===== config.mk =====
export PLATFORM = sky130hd
export DESIGN_NAME = lcd_mode_timing_sequencer_flat
export DESIGN_NICKNAME = d
export VERILOG_FILES = /design/src/rtl/core/lmts_pkg.sv /design/src/rtl/core/lmts_tick_if.sv /design/src/rtl/core/lmts_result_if.sv /design/src/rtl/core/lcd_mode_timing_sequencer.sv /design/src/flat_wrapper.sv
export SDC_FILE = /design/constraint.sdc
export NUM_CORES = 1
export LEC_CHECK = 0
export BUFFER_PORTS_ARGS = -buffer_cell sky130_fd_sc_hd__buf_2
export CAP_MARGIN = 20
export CORE_MARGIN = 4
export CORE_UTILIZATION = 54
export CTS_CLUSTER_DIAMETER = 80
export DETAILED_ROUTE_END_ITERATION = 6
export GPL_TIMING_DRIVEN = 0
export PLACE_DENSITY = 0.79
export SETUP_SLACK_MARGIN = 0.15
export SLEW_MARGIN = 30
export SYNTH_ARGS = -nofsm -noshare
export SYNTH_HDL_FRONTEND = slang
export SYNTH_SLANG_ARGS = --single-unit
export TNS_END_PERCENT = 30

===== constraint.sdc =====
create_clock -name i_clk -period 8.4 [get_ports i_clk]
set_clock_uncertainty 0.05 [all_clocks]
set_input_delay 2.52 -clock i_clk [delete_from_list [all_inputs] [get_ports i_clk]]
set_output_delay 2.52 -clock i_clk [all_outputs]
set_load 0.01 [all_outputs]

===== src/rtl/core/lmts_pkg.sv =====
// Package for the LCD mode timing sequencer.
// Holds display mode codes, phase lengths, register indexes and the result word type.
// No dependencies.
package lmts_pkg;

    typedef enum logic [1:0] {
        MODE_HBLANK = 2'd0,
        MODE_VBLANK = 2'd1,
        MODE_SCAN   = 2'd2,
        MODE_XFER   = 2'd3
    } t_mode;

    localparam int TICK_W = 7;
    localparam int LINE_W = 8;

    localparam logic [TICK_W-1:0] LEN_SCAN   = 7'd20;
    localparam logic [TICK_W-1:0] LEN_XFER   = 7'd43;
    localparam logic [TICK_W-1:0] LEN_HBLANK = 7'd51;
    localparam logic [TICK_W-1:0] LEN_LINE   = 7'd114;

    localparam logic [LINE_W-1:0] FIRST_VBLANK_LINE = 8'd144;
    localparam logic [LINE_W-1:0] LINE_COUNT        = 8'd154;

    localparam int CFG_IDX_W  = 2;
    localparam int CFG_DATA_W = 8;

    localparam logic [CFG_IDX_W-1:0] REG_LINE_COMPARE = 2'd0;
    localparam logic [CFG_IDX_W-1:0] REG_HBLANK_EN    = 2'd1;
    localparam logic [CFG_IDX_W-1:0] REG_COMPARE_EN   = 2'd2;

    typedef struct packed {
        logic [1:0]        display_mode;
        logic [LINE_W-1:0] current_line;
        logic              compare_flag;
        logic              status_irq;
        logic              vblank_irq;
        logic              line_render;
        logic              frame_done;
    } t_result;

endpackage


===== src/rtl/core/lmts_tick_if.sv =====
// Input channel of the LCD mode timing sequencer: one tick word per handshake.
// No dependencies.
interface lmts_tick_if;
    logic valid;
    logic ready;
    logic tick;

    modport source (output valid, output tick, input ready);
    modport sink   (input valid, input tick, output ready);
endinterface


===== src/rtl/core/lmts_result_if.sv =====
// Result channel of the LCD mode timing sequencer: mode, line, flag and pulses.
// No dependencies.
interface lmts_result_if;
    logic       valid;
    logic       ready;
    logic [1:0] display_mode;
    logic [7:0] current_line;
    logic       compare_flag;
    logic       status_irq;
    logic       vblank_irq;
    logic       line_render;
    logic       frame_done;

    modport source (output valid, output display_mode, output current_line,
                    output compare_flag, output status_irq, output vblank_irq,
                    output line_render, output frame_done, input ready);
    modport sink   (input valid, input display_mode, input current_line,
                    input compare_flag, input status_irq, input vblank_irq,
                    input line_render, input frame_done, output ready);
endinterface


===== src/rtl/core/lcd_mode_timing_sequencer.sv =====
// LCD mode timing sequencer top level: mode/line/tick counters and a two-word result skid.
// Depends on lmts_pkg, lmts_tick_if and lmts_result_if.
//
//   channel    dir  handshake        word
//   i_item     in   valid/ready      tick
//   o_result   out  valid/ready      mode, line, compare flag, irq and frame pulses
//   i_cfg_*    in   write enable     index 0..2, 8-bit data
//
// One tick word per cycle while i_item.ready is high: the counter update is a single short
// compare/increment between the state registers, and each word's result is registered into
// the output word, or into the skid slot while output stalls. Two result words are buffered;
// i_item.ready drops only while both slots are full.
// Reset (synchronous, active low) puts the display in object scan on line 0, clears config.
module lcd_mode_timing_sequencer
    import lmts_pkg::*;
(
    input  logic                  i_clk,
    input  logic                  i_rst_n,
    lmts_tick_if.sink             i_item,
    lmts_result_if.source         o_result,
    input  logic                  i_cfg_we,
    input  logic [CFG_IDX_W-1:0]  i_cfg_index,
    input  logic [CFG_DATA_W-1:0] i_cfg_wdata
);

    // configuration
    logic [LINE_W-1:0] r_line_compare;
    logic              r_hblank_en;
    logic              r_compare_en;

    // sequencer state
    t_mode             r_mode,       n_mode;
    logic [LINE_W-1:0] r_line,       n_line;
    logic [TICK_W-1:0] r_tick_count, n_tick_count;
    logic              r_cmp_flag,   n_cmp_flag;

    // result buffer
    logic    r_out_valid, r_skid_valid;
    t_result r_out, r_skid;
    t_result n_result;

    logic              accept;
    logic [TICK_W-1:0] tick_inc;
    logic [LINE_W-1:0] line_inc;
    logic              line_eq;
    logic              out_free;

    assign i_item.ready = !r_skid_valid;
    assign accept       = i_item.valid && !r_skid_valid;
    assign out_free     = !r_out_valid || o_result.ready;

    assign tick_inc = r_tick_count + 1'b1;
    assign line_inc = r_line + 1'b1;
    assign line_eq  = (r_line == r_line_compare);

    always_comb begin
        n_mode       = r_mode;
        n_line       = r_line;
        n_tick_count = r_tick_count;
        n_cmp_flag   = r_cmp_flag;
        n_result     = '0;
        if (i_item.tick) begin
            n_tick_count = tick_inc;
            case (r_mode)
                MODE_SCAN: begin
                    if (tick_inc >= LEN_SCAN) begin
                        n_tick_count = '0;
                        n_mode       = MODE_XFER;
                    end
                end
                MODE_XFER: begin
                    if (tick_inc >= LEN_XFER) begin
                        n_tick_count        = '0;
                        n_result.status_irq = r_hblank_en || (r_compare_en && line_eq);
                        n_cmp_flag          = line_eq;
                        n_mode              = MODE_HBLANK;
                    end
                end
                MODE_HBLANK: begin
                    if (tick_inc >= LEN_HBLANK) begin
                        n_tick_count         = '0;
                        n_result.line_render = 1'b1;
                        n_line               = line_inc;
                        if (line_inc == FIRST_VBLANK_LINE) begin
                            n_mode              = MODE_VBLANK;
                            n_result.vblank_irq = 1'b1;
                        end else begin
                            n_mode = MODE_SCAN;
                        end
                    end
                end
                default: begin
                    if (tick_inc >= LEN_LINE) begin
                        n_tick_count = '0;
                        n_line       = line_inc;
                        // leaving the last vblank line wraps to a new frame
                        if (line_inc == LINE_COUNT) begin
                            n_result.frame_done = 1'b1;
                            n_line              = '0;
                            n_mode              = MODE_SCAN;
                        end
                    end
                end
            endcase
        end
        n_result.display_mode = n_mode;
        n_result.current_line = n_line;
        n_result.compare_flag = n_cmp_flag;
    end

    always_ff @(posedge i_clk) begin
        if (!i_rst_n) begin
            r_line_compare <= '0;
            r_hblank_en    <= 1'b0;
            r_compare_en   <= 1'b0;
        end else if (i_cfg_we) begin
            case (i_cfg_index)
                REG_LINE_COMPARE: r_line_compare <= i_cfg_wdata;
                REG_HBLANK_EN:    r_hblank_en    <= i_cfg_wdata[0];
                REG_COMPARE_EN:   r_compare_en   <= i_cfg_wdata[0];
                default: ;
            endcase
        end
    end

    always_ff @(posedge i_clk) begin
        if (!i_rst_n) begin
            r_mode       <= MODE_SCAN;
            r_line       <= '0;
            r_tick_count <= '0;
            r_cmp_flag   <= 1'b0;
        end else if (accept) begin
            r_mode       <= n_mode;
            r_line       <= n_line;
            r_tick_count <= n_tick_count;
            r_cmp_flag   <= n_cmp_flag;
        end
    end

    // output word plus one skid slot
    always_ff @(posedge i_clk) begin
        if (!i_rst_n) begin
            r_out_valid  <= 1'b0;
            r_skid_valid <= 1'b0;
        end else if (out_free) begin
            if (r_skid_valid) begin
                r_out_valid  <= 1'b1;
                r_skid_valid <= 1'b0;
            end else begin
                r_out_valid <= accept;
            end
        end else if (accept) begin
            r_skid_valid <= 1'b1;
        end
    end

    always_ff @(posedge i_clk) begin
        if (out_free) begin
            r_out <= r_skid_valid ? r_skid : n_result;
        end else if (accept) begin
            r_skid <= n_result;
        end
    end

    assign o_result.valid        = r_out_valid;
    assign o_result.display_mode = r_out.display_mode;
    assign o_result.current_line = r_out.current_line;
    assign o_result.compare_flag = r_out.compare_flag;
    assign o_result.status_irq   = r_out.status_irq;
    assign o_result.vblank_irq   = r_out.vblank_irq;
    assign o_result.line_render  = r_out.line_render;
    assign o_result.frame_done   = r_out.frame_done;

endmodule


===== src/flat_wrapper.sv =====
// flat-port wrapper written by rule: the top's interface ports become plain ports
module lcd_mode_timing_sequencer_flat import lmts_pkg::*;
  (i_clk, i_rst_n, i_cfg_we, i_cfg_index, i_cfg_wdata, i_item_valid, i_item_tick, i_item_ready, o_result_valid, o_result_display_mode, o_result_current_line, o_result_compare_flag, o_result_status_irq, o_result_vblank_irq, o_result_line_render, o_result_frame_done, o_result_ready);
  lmts_tick_if i_item_i ();
  lmts_result_if o_result_i ();
  input  logic i_clk;
  input  logic i_rst_n;
  input  logic i_cfg_we;
  input  logic [CFG_IDX_W-1:0] i_cfg_index;
  input  logic [CFG_DATA_W-1:0] i_cfg_wdata;
  input wire logic [$bits(i_item_i.valid)-1:0] i_item_valid;
  input wire logic [$bits(i_item_i.tick)-1:0] i_item_tick;
  output wire logic [$bits(i_item_i.ready)-1:0] i_item_ready;
  output wire logic [$bits(o_result_i.valid)-1:0] o_result_valid;
  output wire logic [$bits(o_result_i.display_mode)-1:0] o_result_display_mode;
  output wire logic [$bits(o_result_i.current_line)-1:0] o_result_current_line;
  output wire logic [$bits(o_result_i.compare_flag)-1:0] o_result_compare_flag;
  output wire logic [$bits(o_result_i.status_irq)-1:0] o_result_status_irq;
  output wire logic [$bits(o_result_i.vblank_irq)-1:0] o_result_vblank_irq;
  output wire logic [$bits(o_result_i.line_render)-1:0] o_result_line_render;
  output wire logic [$bits(o_result_i.frame_done)-1:0] o_result_frame_done;
  input wire logic [$bits(o_result_i.ready)-1:0] o_result_ready;
  assign i_item_i.valid = i_item_valid;
  assign i_item_i.tick = i_item_tick;
  assign i_item_ready = i_item_i.ready;
  assign o_result_valid = o_result_i.valid;
  assign o_result_display_mode = o_result_i.display_mode;
  assign o_result_current_line = o_result_i.current_line;
  assign o_result_compare_flag = o_result_i.compare_flag;
  assign o_result_status_irq = o_result_i.status_irq;
  assign o_result_vblank_irq = o_result_i.vblank_irq;
  assign o_result_line_render = o_result_i.line_render;
  assign o_result_frame_done = o_result_i.frame_done;
  assign o_result_i.ready = o_result_ready;
  lcd_mode_timing_sequencer u_core (.i_clk(i_clk), .i_rst_n(i_rst_n), .i_item(i_item_i), .o_result(o_result_i), .i_cfg_we(i_cfg_we), .i_cfg_index(i_cfg_index), .i_cfg_wdata(i_cfg_wdata));
endmodule

==> Word level (Yosys, flattened, before mapping) <==
Index checks and enable logic that the tools add are counted.
{ "classes": {"add_sub_neg": 2, "magnitude_cmp": 4, "eq_ne": 7, "n_mux": 32, "n_bitwise": 2, "reduce_logical": 16} }
{ "ops": {"columns": ["op", "count"], "rows": [
  ["two-way mux 8 bit", 4],
  ["two-way mux 7 bit", 4],
  ["case mux 7 bit (3 select lines)", 1],
  ["two-way mux 2 bit", 9],
  ["== test 8 bit, second input constant", 2],
  ["case mux 8 bit (2 select lines)", 1],
  ["two-way mux 15 bit", 1],
  ["greater-or-equal comparator 7 x 6 -> 1 bit, second input constant", 2],
  ["two-way mux 1 bit", 10],
  ["AND reduction 2 bit", 5],
  ["adder 8 x 1 -> 8 bit, second input constant", 1],
  ["== test 8 bit", 1],
  ["adder 7 x 1 -> 7 bit, second input constant", 1],
  ["greater-or-equal comparator 7 x 5 -> 1 bit, second input constant", 1],
  ["greater-or-equal comparator 7 bit, second input constant", 1],
  ["== test 2 bit, second input constant", 3],
  ["case mux 2 bit (3 select lines)", 1],
  ["logical NOT 2 bit", 2],
  ["two-way mux 4 bit", 1],
  ["OR reduction 2 bit", 2],
  ["OR reduction 3 bit", 1],
  ["== test 2 x 1 -> 1 bit, second input constant", 1],
  ["logical AND 1 bit", 2],
  ["logical NOT 1 bit", 2],
  ["other kinds (2)", 4]
]} }
{ "word_totals": {"reg_bits": 60, "in_bits": 16, "out_inout_bits": 17, "word_cells": 86} }

==> Logic depth before layout (Yosys ltp) <==
{ "depth": {"word_depth": 7, "mapped_depth": 10, "depth_no_buf": 9} }

==> Worst setup path after synthesis <==
Ideal clock, no wire load.
{ "synth_path": {"path_type": "input to register", "from": "input o_result_ready", "to": "register u_core.r_skid[0] (netlist bit), enable pin", "setup_time_ns": 0.388, "arrival_time_ns": 3.757, "required_time_ns": 7.962, "slack_ns": 4.205, "path_stages": 2, "path_buffers": 0, "path_cell_list": "nand2b_1 nor2b_1"} }
{ "synth_between": {"elab_chain_cells": 3} }
{ "synth_rtl": {"columns": ["element", "line_no", "source"], "rows": [
  ["from (decl)", "flat_wrapper.sv:22", "input wire logic [$bits(o_result_i.ready)-1:0] o_result_ready;"],
  ["logical OR 1 bit", "lcd_mode_timing_sequencer.sv:50", "assign out_free = !r_out_valid || o_result.ready;"],
  ["NOT 1 bit (no line)", null, null],
  ["AND reduction 2 bit (no line)", null, null],
  ["to (signal assigned)", "lcd_mode_timing_sequencer.sv:161", "r_skid <= n_result;"],
  ["to (decl)", "lcd_mode_timing_sequencer.sv:39", "t_result r_out, r_skid;"]
]} }
No other way between the ends.
A chain may end at the register's enable or synchronous reset.

==> Worst setup path in the final report <==
{ "layout_path": {"from": "input o_result_ready", "to": "register u_core.r_skid[13] (netlist bit), enable pin"} }
{ "layout_between": {"elab_chain_cells": 3} }
{ "layout_rtl": {"columns": ["element", "line_no", "source"], "rows": [
  ["logical OR 1 bit", "lcd_mode_timing_sequencer.sv:50", null],
  ["net u_core.out_free", "lcd_mode_timing_sequencer.sv:46", "logic out_free;"],
  ["NOT 1 bit (no line)", null, null],
  ["AND reduction 2 bit (no line)", null, null]
]} }
The timed path passes the listed nets, and every way through them passes these cells.

==> summary.txt <==
Logic synthesis
  – Number of flops mapped to enable cells by yosys: 30
  – Biggest area contributors in the synthesized netlist: sky130_fd_sc_hd__edfxtp_1 (27%), sky130_fd_sc_hd__dfxtp_1 (18%), sky130_fd_sc_hd__nand2_1 (4.2%), sky130_fd_sc_hd__mux2i_1 (4.2%), sky130_fd_sc_hd__nor2_1 (3.9%)
  – Area fraction in and, or, nand and nor cells after synthesis: 0.190
  – Adder and majority gate portion of the synthesized area: 0.0186
  – Syn_nets: 386
  – Synthesized netlist cell count: 365
  – Compound-Gate Fraction of Synth Area: 0.193
  – YS warnings: 0
  – Flip-flop and latch count after synthesis: 60
  – Main combinational cell family by area after synthesis: compound AO/OA/AOI/OAI gates
  – Unique cell type count in the Yosys netlist: 65
  – Xor/xnor cell area share of the yosys netlist: 0.0490
  – Cell area after technology mapping: 3370 µm²
  – Cell type with the largest total area after synthesis: sky130_fd_sc_hd__edfxtp_1
  – Portion of netlist area occupied by mux cells: 0.0549
  – Average footprint of a synthesized cell: 9.24 µm²
  – Most instantiated flip-flop cell in the synthesis netlist: sky130_fd_sc_hd__edfxtp_1
  – Area share of the largest cell type after synthesis: 0.267
  – Sequential fraction of the synthesis area: 0.445
  – Share of flip-flops with an asynchronous set or reset after synthesis: 0

Power and ir drop
  – PD cells: 170 nW/µm²
  – Leakage power: 1.50 nW
  – Sequential cell fraction of total power: 0.488
  – Proportion of total power due to net switching: 0.227
  – IR Drop Worst-Case VDD: 0.115 mV
  – Combinational share of power: 0.067
  – Switching power: 0.149 mW
  – Cell Int Power: 0.505 mW
  – Clk network pwr share: 0.445

Min path
  – Instance count along the most critical hold path: 2
  – Tightest Hold Check Type: reg -> reg

Die
  – Width of the die: 87.0 µm
  – Core Area: 5990 µm²
  – Chip height: 87.0 µm
  – Initial Util: 0.563
  – I/O pin total: 33
  – Number of placement rows: 28
  – Full die area: 7570 µm²

Layout
  – Layout cells sized above 1: 0.172
  – Diodes inserted: 0
  – Area grow syn2layout: 14.1%
  – Final #Nets: 428
  – Final std cell area, no fill: 3850 µm²
  – Final Core Density: 0.642

Clock network
  – Worst-case clock buffer depth: 2
  – CTS Sinks: 60
  – Total CTS buffers: 9
  – Number of buffers inserted for hold repair after clock tree synthesis: 0
  – Clk slew on worst S/H paths: 70 ps
  – Max H-tree Level: 3
  – Resized cells post-CTS: 0
  – TritonCTS clock tree: done
  – CTS root buffer: sky130_fd_sc_hd__clkbuf_8
  – Worst skew pair latency: 340 ps
  – Post-CTS Repair Setup Buffers: 0

Detailed routing
  – Total Wirelength: 8.01 mm
  – Remaining antenna violation count after routing: 0
  – Count of TritonRoute iterations in the first routing pass: 5
  – Routed wire per std cell: 16.5 µm
  – Number of vias after detailed routing: 2927
  – Number of DRC violations after detailed-routing iteration 0: 265
  – Post-detailed-route DRC marker count: 0
  – Ratio of routed vias to standard cells: 6.01

Timing
  – Number of endpoints with negative hold slack in the final report: 0
  – Summed negative setup slack over all endpoints: 0 ps
  – Achievable frequency: 0.251 GHz
  – Unrepaired setup endpoints after global routing: no
  – Number of max-slew violations in the final report: 0
  – Number of failing setup endpoints in the final timing report: 0
  – Final worst hold slack: 455 ps
  – Share of the clock period used by the worst path: 0.475
  – Relative slew margins: 0.470
  – Time the final worst path needs with I/O delays and setup: 3990 ps
  – Worst-case setup margin in the final layout: 4410 ps
  – Slew at the pin with the worst max-slew slack: 796 ps

Worst setup path
  – Reg2reg path depth: 9
  – Cell with the biggest individual delay on the critical path: sky130_fd_sc_hd__nor2b_2
  – Crit path kind: in -> reg
  – Chain of cells forming the critical path: buf_2, nand2b_1, nor2b_2
  – Req. time, crit path: 8320 ps
  – Crit-path max cell delay: 790 ps
  – Setup crit end kind: flip-flop
  – Largest fanout on the critical path: 18
  – Critical path data arrival time: 3910 ps
  – Category of the worst setup path launch point: input port

Global route
  – Largest net degree at the start of global routing: 19
  – Global-route wire length before repair: 13.0 mm
  – Via count of the first global-routing pass: 2716
  – Initial antenna violation count: 0
  – Overflow left after global routing: 0
  – All-layer global routing usage: 0.224

Outcome
  – Outcome: finished clean

Placement
  – Weighted congestion at the end of routability-driven global placement: 0.922
  – Pre-CTS setup slack: 4030 ps
  – Placed cell area: 3620 µm²
  – DP HPWL: 5.74 mm
  – Quantity of I/O buffers inserted on ports: 31

Run
  – Max-capacitance violation count: 0
-- state kept, by name, indices dropped and copies added (netlist names) --
| signal | cells |
|---|---|
| u_core.o_result.line_render | 1 |
| u_core.r_skid | 15 |
| u_core.r_line | 8 |
| u_core.r_line_compare | 8 |
| u_core.r_mode | 2 |
| u_core.r_tick_count | 7 |
| u_core.o_result.display_mode | 2 |
| u_core.o_result.valid | 1 |
| u_core.o_result.compare_flag | 1 |
| u_core.r_cmp_flag | 1 |
| u_core.o_result.vblank_irq | 1 |
| u_core.o_result.current_line | 8 |
| u_core.r_hblank_en | 1 |
| u_core.r_skid_valid | 1 |
| u_core.o_result.frame_done | 1 |
| u_core.o_result.status_irq | 1 |
| u_core.r_compare_en | 1 |
-- final timing paths --
kind,from,endpoint,slack [ps]
setup / recovery,o_result_ready,u_core.r_skid[13],4410
hold / removal,u_core.r_hblank_en,u_core.r_hblank_en,460
setup reg to reg,u_core.r_tick_count[1],u_core.o_result.current_line[3],5120
hold reg to reg,u_core.r_hblank_en,u_core.r_hblank_en,460
-- worst max-delay path: cells and delay by family --
kind	cells	cell delay, ps
AND/OR/NAND/NOR	2	1290
buffers and inverters	1	90
-- logic make-up (layout without fill, tap and decap cells) --
kind of cell / count (synthesis) / in the layout
mux: 18 / 18
fa+ha+maj: 5 / 5
xor+xnor: 18 / 18
compound gates: 94 / 94
simple gates: 131 / 131
flops: 60 / 60
buf+inv: 39 / 86
-- area by class of cell --
type                            count  area, µm²
Buffer                             25        116
Clock buffer                       10        138
Clock inverter                      6       87.6
Fill cell                         507       2140
Inverter                           14       52.6
Multi-Input combinational cell    266       1700
Sequential cell                    60       1500
Tap cell                           75       93.8
Timing Repair Buffer               31        155
-- cells in the mapped netlist (all sizes together), types with 9 or more instances --
cell,count
nand2,38
nor2,35
dfxtp,30
edfxtp,30
o21ai,17
a21oi,16
clkbuf,16
nand3,16
mux2i,14
inv,13
xnor2,12
buf,9
o31ai,9
-- power groups by stage --
stage | combinational (mW) | clock, mW | sequential (mW)
global route | 0.0476 | 0.308 | 0.320
finish | 0.0436 | 0.291 | 0.319
global placement | 0.0417 | 0 | 0.325
floorplan | 0.0244 | 0 | 0.328
CTS | 0.0434 | 0.295 | 0.319
detailed placement | 0.0430 | 0 | 0.326
-- metal layers --
metal | vias to the layer above | track usage | share of wire
met5 | - | 0 | 0
met3 | 15 | 0.0653 | 0.074
li1 | 1427 | - | -
met4 | 0 | 0.0666 | 0.015
met2 | 126 | 0.348 | 0.46
met1 | 1359 | 0.304 | 0.45
-- stage by stage --
| stage | power [mW] | instances |
|---|---|---|
| floorplan | 0.352 | 365 |
| global placement | 0.367 | 471 |
| detailed placement | 0.369 | 471 |
| CTS | 0.658 | 487 |
| global route | 0.675 | 487 |
| finish | 0.654 | 487 |
-- placed cells by master (no fill, tap or decap), types with 4 or more instances in the layout --
cell / instances
sky130_fd_sc_hd__o31ai_1: 9
sky130_fd_sc_hd__buf_2: 36
sky130_fd_sc_hd__nand4_1: 5
sky130_fd_sc_hd__clkbuf_8: 10
sky130_fd_sc_hd__edfxtp_1: 30
sky130_fd_sc_hd__a21oi_1: 16
sky130_fd_sc_hd__o21ai_0: 16
sky130_fd_sc_hd__mux2i_1: 14
sky130_fd_sc_hd__xnor2_1: 12
sky130_fd_sc_hd__a21o_1: 5
sky130_fd_sc_hd__xor2_1: 5
sky130_fd_sc_hd__dfxtp_1: 30
sky130_fd_sc_hd__nor3_1: 7
sky130_fd_sc_hd__nor2_1: 35
sky130_fd_sc_hd__mux2_2: 4
sky130_fd_sc_hd__clkbuf_1: 15
sky130_fd_sc_hd__o221ai_1: 5
sky130_fd_sc_hd__nand3_1: 16
sky130_fd_sc_hd__ha_1: 5
sky130_fd_sc_hd__o22ai_1: 6
sky130_fd_sc_hd__a31oi_1: 7
sky130_fd_sc_hd__nand2_1: 38
sky130_fd_sc_hd__inv_1: 13
Power figures use the tool's default switching activity.
